<file path="src/rtl/core/tli_pkg.sv">
`default_nettype none
package tli_pkg;

  localparam int MAX_POINTS = 64;
  localparam int PTR_W      = $clog2(MAX_POINTS);
  localparam int CNT_W      = $clog2(MAX_POINTS + 1);
  localparam int DATA_W     = 32;
  localparam int PROD_W     = 2 * DATA_W;
  localparam int QUO_W      = DATA_W + 1;
  localparam int DCNT_W     = $clog2(QUO_W + 1);
  localparam int IDX_W      = 6;
  localparam int PIN_W      = 7;
  localparam int APB_AW     = 2;
  localparam int APB_DW     = 32;

  localparam logic FUNC_WRITE  = 1'b0;
  localparam logic FUNC_LOOKUP = 1'b1;

  localparam logic [APB_AW-1:0] REG_POINTS_IN_USE = '0;

  typedef struct packed {
    logic signed [DATA_W-1:0] x;
    logic signed [DATA_W-1:0] y;
  } entry_t;

  typedef struct packed {
    logic             en;
    logic [PTR_W-1:0] addr;
    entry_t           data;
  } tbl_wr_t;

  typedef struct packed {
    logic              start;
    logic [DATA_W-1:0] a;
    logic [DATA_W-1:0] b;
    logic [DATA_W-1:0] d;
  } div_req_t;

  typedef struct packed {
    logic             done;
    logic             big;
    logic [QUO_W-1:0] quo;
  } div_rsp_t;

  typedef enum logic [2:0] {
    ST_IDLE,
    ST_START,
    ST_ENDS,
    ST_PROBE,
    ST_CMP,
    ST_DIFF,
    ST_DIV,
    ST_RES
  } st_t;

  typedef enum logic [1:0] {
    DV_IDLE,
    DV_MUL,
    DV_CHK,
    DV_LOOP
  } dv_st_t;

endpackage
`default_nettype wire

</file>
<file path="src/rtl/core/tli_table.sv">
`default_nettype none
module tli_table (
  input  wire                          clk,
  input  tli_pkg::tbl_wr_t             wr,
  input  wire [tli_pkg::PTR_W-1:0]     rd_addr_a,
  input  wire [tli_pkg::PTR_W-1:0]     rd_addr_b,
  output tli_pkg::entry_t              rd_data_a,
  output tli_pkg::entry_t              rd_data_b
);

  tli_pkg::entry_t mem [tli_pkg::MAX_POINTS];

  always_ff @(posedge clk) begin
    if (wr.en) begin
      mem[wr.addr] <= wr.data;
    end
    rd_data_a <= mem[rd_addr_a];
    rd_data_b <= mem[rd_addr_b];
  end

endmodule
`default_nettype wire

</file>
<file path="config.mk">
export PLATFORM = sky130hd
export DESIGN_NAME = tli_table
export DESIGN_NICKNAME = d
export VERILOG_FILES = /design/src/rtl/core/tli_pkg.sv /design/src/rtl/core/tli_table.sv
export SDC_FILE = /design/constraint.sdc
export NUM_CORES = 2
export LEC_CHECK = 0
export ABC_AREA = 0
export BUFFER_PORTS_ARGS = -buffer_cell sky130_fd_sc_hd__buf_4
export CELL_PAD_IN_SITES_DETAIL_PLACEMENT = 0
export CELL_PAD_IN_SITES_GLOBAL_PLACEMENT = 2
export CORE_ASPECT_RATIO = 2
export CORE_MARGIN = 2
export CORE_UTILIZATION = 25
export CTS_BUF_LIST = sky130_fd_sc_hd__clkbuf_16
export CTS_CLUSTER_DIAMETER = 150
export DETAILED_ROUTE_END_ITERATION = 7
export PLACE_DENSITY = 0.49
export SKIP_LAST_GASP = 1
export SLEW_MARGIN = 20
export SYNTH_ARGS = -nofsm -noshare
export SYNTH_HDL_FRONTEND = slang
export SYNTH_SLANG_ARGS = --single-unit
</file>
<file path="constraint.sdc">
create_clock -name clk -period 8.2 [get_ports clk]
set_input_delay 0.82 -clock clk [delete_from_list [all_inputs] [get_ports clk]]
set_output_delay 0.82 -clock clk [all_outputs]
set_load 0.02 [all_outputs]
</file>
==> out/metrics.yaml <==
status: "finished clean"
max_slew_margin_pct: 17.1
synthFlopType: "edfxtp_1"
placed_area_um2: 203000
setup_viol: 0
grt.total_usage_pct: 22.3
num_rows: 450
clk_pin_slew_worst_paths_ns: 0.07
cts_setup_buffers: 0
drc: 0
combPwrFrac_pct: 8.8
reg2reg_slack_ns: 5.63
worst_pin_slew_ns: 1.24
htreeDepth: 5
final_cell_mix: "edfxtp_1 (4096), mux4_2 (2016), buf_4 (539), o22ai_1 (533), clkbuf_16 (414)"
async_reset_ff_share_pct: 0
clock-sinks: 4224
yosysSeqAreaShare_pct: 66.9
grt_pass1_wl_mm: 1130
critPathMaxFanout: 53
finalMaxSlewViolations: 0
path_class: "in2reg"
critPathRequiredTime_ns: 9.01
ctsHoldBuffers: 0
pwr-share-clk_pct: 40.7
cp-end-kind: "flop"
worstPathArrival_ns: 5.01
vias: 107670
dieArea_um2: 759000
dp_hpwl_mm: 523
hold_violations: 0
syn_area_per_cell_um2: 21.2
post-route-util_pct: 28.9
fin_skew_ns: 0.0465
period_needed_ns: 4.21
clk_latency_ns: 1.00
grt_max_degree: 103
power_switching_share_pct: 25.0
seqPwrFrac_pct: 50.5
synthTopCellsByArea: "edfxtp_1 (65%), mux4_2 (24%), o22ai_1 (1.8%)"
syn_nets: 8925
die_h_mm: 1.23
drt_iter0_drc: 11860
powerDensity_nw_per_um2: 221
final_common_cell: "edfxtp_1"
cts_buffers: 408
ant_nets: 0
cts_resized: 0
netlist_area_um2: 188000
clockBufferDepth: 4
rsz0062_at_grt: "false"
coreArea_um2: 749000
tns_ns: 0
grt.overflow.total: 0
avgRoutedWirePerCell_um: 44.3
drv_cap: 0
synthDominantCellAreaShare_pct: 65.5
drive_above_1_share_pct: 35.6
hp-class: "in2reg"
critPathLaunchType: "input pin"
synth-edff-count: 4096
nets: 9242
start_util_pct: 25.1
portBuffers: 211
p_sw_mw: 12.0
yosysWarningCount: 0
io_pins: 212
drt_wl_total_mm: 863
vias_per_cell: 5.53
cts_tree: "yes"
die_w_um: 617
fin_crit_sh_pct: 51.3
synth_cells: 8841
synth.distinct_cells: 42
ir_worst_vdd_mv: 0.162
fin_area_um2: 217000
syn_to_final_growth_pct: 15.4
fmax_mhz: 238
intPower_mw: 35.9
p_leak_nw: 65.4
synth-seq-cells: 4224
drt_pass1_iterations: 7
antenna_found_initial: 72
grt_pass1_vias: 114278
gp_congestion: 0.806
synth_top_area_cell: "edfxtp_1"
cts-root-buf: "clkbuf_16"
-- path summary, 6_finish.rpt --
| kind | from | to | cells after the start |
|---|---|---|---|
| worst min-delay path | wr[48] | mem[53][48]$_DFFE_PP_ | 1 |
| worst min register to register | mem[31][61]$_DFFE_PP_ | rd_data_a[61]$_DFF_P_ | 3 |
| worst max register to register | mem[52][51]$_DFFE_PP_ | rd_data_a[51]$_DFF_P_ | 5 |
| worst max-delay path | rd_addr_b[1] | rd_data_b[0]$_DFF_P_ | 8 |
-- cell usage after synthesis, types with 12 or more instances --
| cell | instances |
|---|---|
| mux4_2 | 2016 |
| mux2_2 | 16 |
| buf_4 | 140 |
| a22oi_1 | 37 |
| o22ai_1 | 533 |
| nand2_1 | 39 |
| a2111oi_0 | 12 |
| o22a_1 | 51 |
| a211oi_1 | 79 |
| nand2b_1 | 18 |
| mux2i_1 | 177 |
| a21oi_1 | 128 |
| nand3_1 | 18 |
| nor4_1 | 55 |
| nor3_1 | 63 |
| buf_1 | 33 |
| dfxtp_1 | 128 |
| a311oi_1 | 13 |
| buf_2 | 242 |
| a22o_1 | 136 |
| nor2_1 | 164 |
| edfxtp_1 | 4096 |
| a31oi_1 | 14 |
| buf_6 | 30 |
| nor2b_1 | 30 |
| o221ai_1 | 73 |
| clkbuf_1 | 296 |
| a221oi_1 | 134 |
| a221oi_2 | 19 |
-- power by group through the flow --
stage | clock, mW | sequential, mW | combinational (mW)
after CTS | 19.9 | 24.2 | 4.28
after global placement | 0 | 24.7 | 4.25
final | 19.5 | 24.2 | 4.22
after global routing | 20.5 | 24.2 | 4.38
after floorplan | 0 | 24.6 | 2.17
after detailed placement | 0 | 24.7 | 4.27
-- worst max-delay path, cell delays in order --
cell	delay (ns)
buf_8	0.62
buf_4	0.64
buf_4	0.69
mux2i_1	0.20
a22o_1	0.26
a2111oi_0	0.85
o22ai_1	0.16
a21oi_1	0.68
-- metal layers --
layer	wire, µm	track usage [%]	part of all wire, %	vias to the layer above
li1	-	-	-	40191
met1	305000	24.9	35	60971
met2	461000	41.2	53	4895
met3	46400	2.87	5.4	1589
met4	50800	11.2	5.9	24
met5	171	0	0.020	-
-- cells by family (layout without fill, tap and decap cells) --
| family | Yosys count | count (layout) | synth area share [%] |
|---|---|---|---|
| flip-flops | 4224 | 4224 | 66.9 |
| multiplexers | 2209 | 2209 | 25.2 |
| AO/OA/AOI/OAI | 1247 | 1247 | 4.80 |
| buffers and inverters | 743 | 1413 | 2.05 |
| AND/OR/NAND/NOR | 418 | 418 | 1.08 |
| other | 0 | 21 | 0 |
-- through the flow --
stage	std cells	setup WS, ns	hold slack [ns]	power, mW
after CTS	19455	4.00	0.283	48.3
after floorplan	8841	1.97	0.776	26.7
final	19476	3.99	0.331	47.9
after global routing	19457	3.97	0.351	49.1
after detailed placement	18692	2.93	0.884	29.0
after global placement	18691	2.87	0.887	28.9
-- area by class of cell --
class	count	area, µm²
fill	72874	533000
sequential	4224	126000
multi-input combinational	3874	59200
tap	9944	12400
clock buffer	414	10400
timing repair buffer	649	6220
clock inverter	349	2890
antenna	21	52.6
inverter	1	8.76
-- state kept, by name (all words and copies together), names as in the netlist --
name / count
rd_data_a: 64
rd_data_b: 64
mem: 4096
(Power assumes the default switching activity.)
