[config.mk]
export PLATFORM = sky130hd
export DESIGN_NAME = tli_muldiv
export DESIGN_NICKNAME = d
export VERILOG_FILES = /design/src/rtl/core/tli_pkg.sv /design/src/rtl/core/tli_muldiv.sv
export SDC_FILE = /design/constraint.sdc
export NUM_CORES = 2
export LEC_CHECK = 0
export BUFFER_PORTS_ARGS = -buffer_cell sky130_fd_sc_hd__buf_2
export CAP_MARGIN = 15
export CORE_UTILIZATION = 45
export DETAILED_ROUTE_END_ITERATION = 10
export PLACE_DENSITY = 0.61
export SETUP_SLACK_MARGIN = 0.5
export SLEW_MARGIN = 25
export SYNTH_ARGS = -nofsm -noshare
export SYNTH_HDL_FRONTEND = slang
export SYNTH_SLANG_ARGS = --single-unit
[constraint.sdc]
create_clock -name clk -period 15.67 [get_ports clk]
set_input_delay 1.567 -clock clk [delete_from_list [all_inputs] [get_ports clk]]
set_output_delay 1.567 -clock clk [all_outputs]
set_load 0.005 [all_outputs]
[src/rtl/core/tli_pkg.sv]
`default_nettype none
package tli_pkg;

  localparam int MAX_POINTS = 64;
  localparam int PTR_W      = $clog2(MAX_POINTS);
  localparam int CNT_W      = $clog2(MAX_POINTS + 1);
  localparam int DATA_W     = 32;
  localparam int PROD_W     = 2 * DATA_W;
  localparam int QUO_W      = DATA_W + 1;
  localparam int DCNT_W     = $clog2(QUO_W + 1);
  localparam int IDX_W      = 6;
  localparam int PIN_W      = 7;
  localparam int APB_AW     = 2;
  localparam int APB_DW     = 32;

  localparam logic FUNC_WRITE  = 1'b0;
  localparam logic FUNC_LOOKUP = 1'b1;

  localparam logic [APB_AW-1:0] REG_POINTS_IN_USE = '0;

  typedef struct packed {
    logic signed [DATA_W-1:0] x;
    logic signed [DATA_W-1:0] y;
  } entry_t;

  typedef struct packed {
    logic             en;
    logic [PTR_W-1:0] addr;
    entry_t           data;
  } tbl_wr_t;

  typedef struct packed {
    logic              start;
    logic [DATA_W-1:0] a;
    logic [DATA_W-1:0] b;
    logic [DATA_W-1:0] d;
  } div_req_t;

  typedef struct packed {
    logic             done;
    logic             big;
    logic [QUO_W-1:0] quo;
  } div_rsp_t;

  typedef enum logic [2:0] {
    ST_IDLE,
    ST_START,
    ST_ENDS,
    ST_PROBE,
    ST_CMP,
    ST_DIFF,
    ST_DIV,
    ST_RES
  } st_t;

  typedef enum logic [1:0] {
    DV_IDLE,
    DV_MUL,
    DV_CHK,
    DV_LOOP
  } dv_st_t;

endpackage
`default_nettype wire

[src/rtl/core/tli_muldiv.sv]
`default_nettype none
module tli_muldiv (
  input  wire               clk,
  input  wire               rst,
  input  tli_pkg::div_req_t req,
  output tli_pkg::div_rsp_t rsp
);

  tli_pkg::dv_st_t dstate, dstate_next;

  logic [tli_pkg::DATA_W-1:0] a, a_next;
  logic [tli_pkg::DATA_W-1:0] b, b_next;
  logic [tli_pkg::DATA_W-1:0] d, d_next;
  logic [tli_pkg::PROD_W-1:0] prod, prod_next;
  logic [tli_pkg::DATA_W-1:0] rem, rem_next;
  logic [tli_pkg::QUO_W-1:0]  num, num_next;
  logic [tli_pkg::DCNT_W-1:0] cnt, cnt_next;
  logic                       done, done_next;
  logic                       big, big_next;
  logic [tli_pkg::DATA_W:0]   trial;
  logic [tli_pkg::DATA_W:0]   diff;

  assign rsp.done = done;
  assign rsp.big  = big;
  assign rsp.quo  = num;

  always_ff @(posedge clk) begin
    if (rst) begin
      dstate <= tli_pkg::DV_IDLE;
      done   <= 1'b0;
    end else begin
      dstate <= dstate_next;
      done   <= done_next;
    end
  end

  always_ff @(posedge clk) begin
    a    <= a_next;
    b    <= b_next;
    d    <= d_next;
    prod <= prod_next;
    rem  <= rem_next;
    num  <= num_next;
    cnt  <= cnt_next;
    big  <= big_next;
  end

  always_comb begin
    dstate_next = dstate;
    a_next      = a;
    b_next      = b;
    d_next      = d;
    prod_next   = prod;
    rem_next    = rem;
    num_next    = num;
    cnt_next    = cnt;
    big_next    = big;
    done_next   = 1'b0;
    // one restoring step: next dividend bit into the remainder
    trial       = {rem, num[tli_pkg::QUO_W-1]};
    diff        = trial - {1'b0, d};
    case (dstate)
      tli_pkg::DV_IDLE: begin
        if (req.start) begin
          a_next      = req.a;
          b_next      = req.b;
          d_next      = req.d;
          dstate_next = tli_pkg::DV_MUL;
        end
      end
      tli_pkg::DV_MUL: begin
        prod_next   = a * b;
        dstate_next = tli_pkg::DV_CHK;
      end
      tli_pkg::DV_CHK: begin
        // quotient needs more than QUO_W bits: caller saturates
        if ({1'b0, prod[tli_pkg::PROD_W-1:tli_pkg::QUO_W]} >= d) begin
          big_next    = 1'b1;
          done_next   = 1'b1;
          dstate_next = tli_pkg::DV_IDLE;
        end else begin
          big_next    = 1'b0;
          rem_next    = {1'b0, prod[tli_pkg::PROD_W-1:tli_pkg::QUO_W]};
          num_next    = prod[tli_pkg::QUO_W-1:0];
          cnt_next    = tli_pkg::DCNT_W'(tli_pkg::QUO_W);
          dstate_next = tli_pkg::DV_LOOP;
        end
      end
      tli_pkg::DV_LOOP: begin
        if (trial >= {1'b0, d}) begin
          rem_next = diff[tli_pkg::DATA_W-1:0];
          num_next = {num[tli_pkg::QUO_W-2:0], 1'b1};
        end else begin
          rem_next = trial[tli_pkg::DATA_W-1:0];
          num_next = {num[tli_pkg::QUO_W-2:0], 1'b0};
        end
        cnt_next = cnt - 1'b1;
        if (cnt == tli_pkg::DCNT_W'(1)) begin
          done_next   = 1'b1;
          dstate_next = tli_pkg::DV_IDLE;
        end
      end
      default: begin
        dstate_next = tli_pkg::DV_IDLE;
      end
    endcase
  end

endmodule
`default_nettype wire

==> summary.txt <==
Route
  • Final WL: between 100 and 150 mm
  • Vias: slightly above 30000
  • Drt via density: around 5.3
  • Residual DRC: 0
  • Pre-Repair DR Iteration Count: 5
  • Final antenna-violating net count: 0
  • Initial drt markers: ~2000
  • WL per Instance: around 21 µm

Place
  • Pre-CTS WS: 7.28 ns
  • HPWL Detailed: between 80 and 90 mm
  • Port Buffers: between 100 and 150
  • Placer Congestion: 0.910

Synthesis
  • Xor/xnor share of the synthesized area: roughly 1.8%
  • Synth async-reset ratio: 0%
  • Number of synthesized register bits: between 200 and 250
  • Cell taking the most area after synthesis: fa_1
  • Post-synthesis sequential area ratio: approximately 16%
  • Synth area leaders: fa_1, edfxtp_1, ha_1, and2_1, inv_1
  • Post-Syn Instances: between 4000 and 5000
  • Largest family of logic cells by synthesized area: adder cells
  • Syn Area/Cell: between 9 and 10 µm²
  • Dominant synthesized flop cell: edfxtp_1
  • Count leader, synth: inv_1
  • Proportion of synthesized area in mux cells: less than 1%
  • Distinct cells, synth: 74
  • Post-synth top area share: approximately two fifths
  • Simple-gate share of the synthesized area: around 16%
  • Post-synth EDFFs: ~230
  • Synthesized Nets: roughly 5800
  • Adder-cell share of the synthesized area: 50.2%
  • Syn. warnings: 0
  • Post-synth top cells: inv_1, fa_1, nand2_1
  • Compound-Gate Fraction of Synth Area: under 10%
  • Mapped Area: around 44000 µm²

STA
  • Worst slew pin tran: around 1 ns
  • Slew Limit Fails: 0
  • Final hold viol count: 0
  • Sum Neg Setup Slack: 0 ns
  • Period minus WS final: 8.48 ns
  • RSZ-0062 raised after global routing: no
  • Post-Route Skew: just over 0.06 ns
  • # setup viols final: 0
  • Ratio of final minimum period to clock period: a little over half
  • Slew HR: a little over a third
  • Final worst setup slack: 7.19 ns
  • Max Freq: ~120 MHz

Setup path
  • Crit path cell chain: buf_4, nand2_1, fa_1, fa_1, fa_1, fa_1, inv_1, fa_1, fa_1, fa_1, inv_1, fa_1, inv_1, ha_1, and4_1, nand3_1, nor4_1, a211oi_2, o311ai_4, o221a_2, a31oi_4, o31ai_2, xnor2_1
  • Setup crit start kind: register
  • R2R Setup Slk: a little over 7 ns
  • Critical path required time: ~16 ns
  • CP max stage cell: edfxtp_1
  • Critical path class: reg2reg
  • Worst EP arrival: roughly 9 ns
  • Crit Path Max Fanout: 17
  • Reg-to-Reg Start: a[27]$_DFFE_PP_
  • Critical R2R Capture: prod[63]$_DFFE_PN_
  • Worst R2R Path Depth: 23
  • Element type at the critical path end: register
  • Slowest cell delay on critical path: 0.99 ns
  • Most used cell, CP: fa_1

Job
  • Max-Cap Viols: 0

Global routing
  • Number of global-route vias before repair: 32700
  • M3 GR Usage: under 10%
  • Total GRT Usage: approximately a quarter
  • Grt ovf: 0
  • Global-route wire length before repair: between 150 and 200 mm
  • Global-route track usage on met1: between 30% and 40%
  • Met2 Resource Use GR: about 40%
  • Largest net degree at the start of global routing: 84
  • Initial antenna violation count: 1
  • Top Usage Layer GRT: met2

Min path
  • Hold depth: 2
  • Hold_sp: prod[5]$_DFFE_PN_
  • Worst hold endpoint: num[5]$_DFFE_PP_
  • Tightest Hold Check Type: reg2reg

Clock tree
  • Num CTS Buffers: 34
  • # H-tree levels: 2
  • Clock Sinks: about 240
  • Post-CTS Setup Bufs: 0
  • CTS resizes: 0
  • CTS Root Cell: clkbuf_16
  • Clock Latency Late Sink: about 0.62 ns
  • CTS clock-pin slew for the worst setup and hold paths: 0.06 ns
  • CTS tree: yes
  • Clock buffer depth: 3
  • # hold bufs at CTS: 0

Floorplanning
  • I/O pins: 134
  • Core ar.: approximately 97000 µm²
  • Die Wd: between 300 and 400 µm
  • Height of the die: between 300 and 400 µm
  • Core Rows: ~110
  • Initial Utilization: a little under half
  • Die Footprint: approximately 100000 µm²

Finish
  • Fin nets: 5837
  • Ratio of cells with drive above 1 in the final layout: 6.41%
  • Area growth syn-to-layout: 7.04%
  • Fillers: just over 9000

Outcome
  • Outcome: finished clean
## cells by family (layout without fill, tap and decap cells)
| family | count (synthesis) | count (layout) |
|---|---|---|
| AOI/OAI and AO/OA | 358 | 358 |
| xor gates and xnor gates | 91 | 91 |
| adders and majority gates | 1225 | 1225 |
| buffers and inverters | 1142 | 1169 |
| DFF | 235 | 235 |
| muxes | 29 | 29 |
| other | 0 | 1 |
| and+or+nand+nor | 1432 | 1432 |
## flip-flops by register name (all words and copies together), names as in the netlist
| register | flops |
|---|---|
| a | 32 |
| d | 32 |
| b | 32 |
| prod | 64 |
| rem | 32 |
| dstate | 2 |
| cnt | 6 |
| big | 1 |
| done | 1 |
| num | 33 |
## critical path, delay by kind of cell (launching register included)
| family | cells | cell delay, ns |
|---|---|---|
| buffers and inverters | 4 | 0.53 |
| adder cells (fa/ha/maj) | 9 | 4.51 |
| AO/OA/AOI/OAI | 5 | 1.25 |
| flip-flops | 1 | 0.99 |
| XOR/XNOR | 1 | 0.09 |
| AND/OR/NAND/NOR | 4 | 0.81 |
## cell type report
class | instances | area [µm²] | share of cell area [%]
Multi-Input combinational cell | 3135 | 32600 | 69.4
Antenna cell | 1 | 2.50 | 0.00532
Inverter | 901 | 3380 | 7.19
Tap cell | 1276 | 1600 | 3.40
Clock inverter | 23 | 299 | 0.636
Timing Repair Buffer | 206 | 1210 | 2.58
Sequential cell | 235 | 7030 | 14.9
Clock buffer | 39 | 870 | 1.85
## routing by layer
| layer | vias to the layer above | wire length (µm) |
|---|---|---|
| met2 | 1098 | 55500 |
| met3 | 184 | 10200 |
| li1 | 13700 | - |
| met5 | - | 13 |
| met4 | 2 | 3220 |
| met1 | 15900 | 53000 |
## how the worst max path moves through the flow
stage	startpoint	end	cells past startpoint
floorplan	req[96]	a[0]$_DFFE_PP_	1
global placement	a[27]$_DFFE_PP_	prod[63]$_DFFE_PN_	23
detailed placement	a[27]$_DFFE_PP_	prod[63]$_DFFE_PN_	23
CTS	a[27]$_DFFE_PP_	prod[63]$_DFFE_PN_	23
global route	a[27]$_DFFE_PP_	prod[63]$_DFFE_PN_	23
finish	a[27]$_DFFE_PP_	prod[63]$_DFFE_PN_	23
## stage by stage
step / hold WS, ns / utilization, % / instances / area [µm²]
final: 0.514 / 48.6 / 5816 / 47000
after global routing: 0.539 / 48.6 / 5815 / 47000
after CTS: 0.518 / 48.6 / 5815 / 47000
after detailed placement: 0.503 / 47.4 / 5753 / 45900
after global placement: 0.499 / 47.4 / 5753 / 45900
after floorplan: 0.491 / - / 4512 / 43900
## cells in the final DEF, fill, tap and decap left out, types with 14 or more instances in the layout
cell / count
mux2i_1: 28
a21o_1: 59
ha_1: 328
xnor2_1: 68
nand2b_1: 15
buf_2: 133
a21oi_1: 107
inv_1: 900
o21a_1: 14
nand3_1: 28
o21ai_1: 16
xor2_1: 23
and2_1: 564
o21ai_0: 70
o21bai_1: 14
fa_1: 897
clkbuf_16: 34
edfxtp_1: 232
nand4_1: 26
nor3_1: 16
buf_4: 73
nor2_1: 67
nand2_1: 664
Power is left out: the tool's default activity adds up to more than one toggle a clock period on the data nets, which glitch-free logic cannot reach.
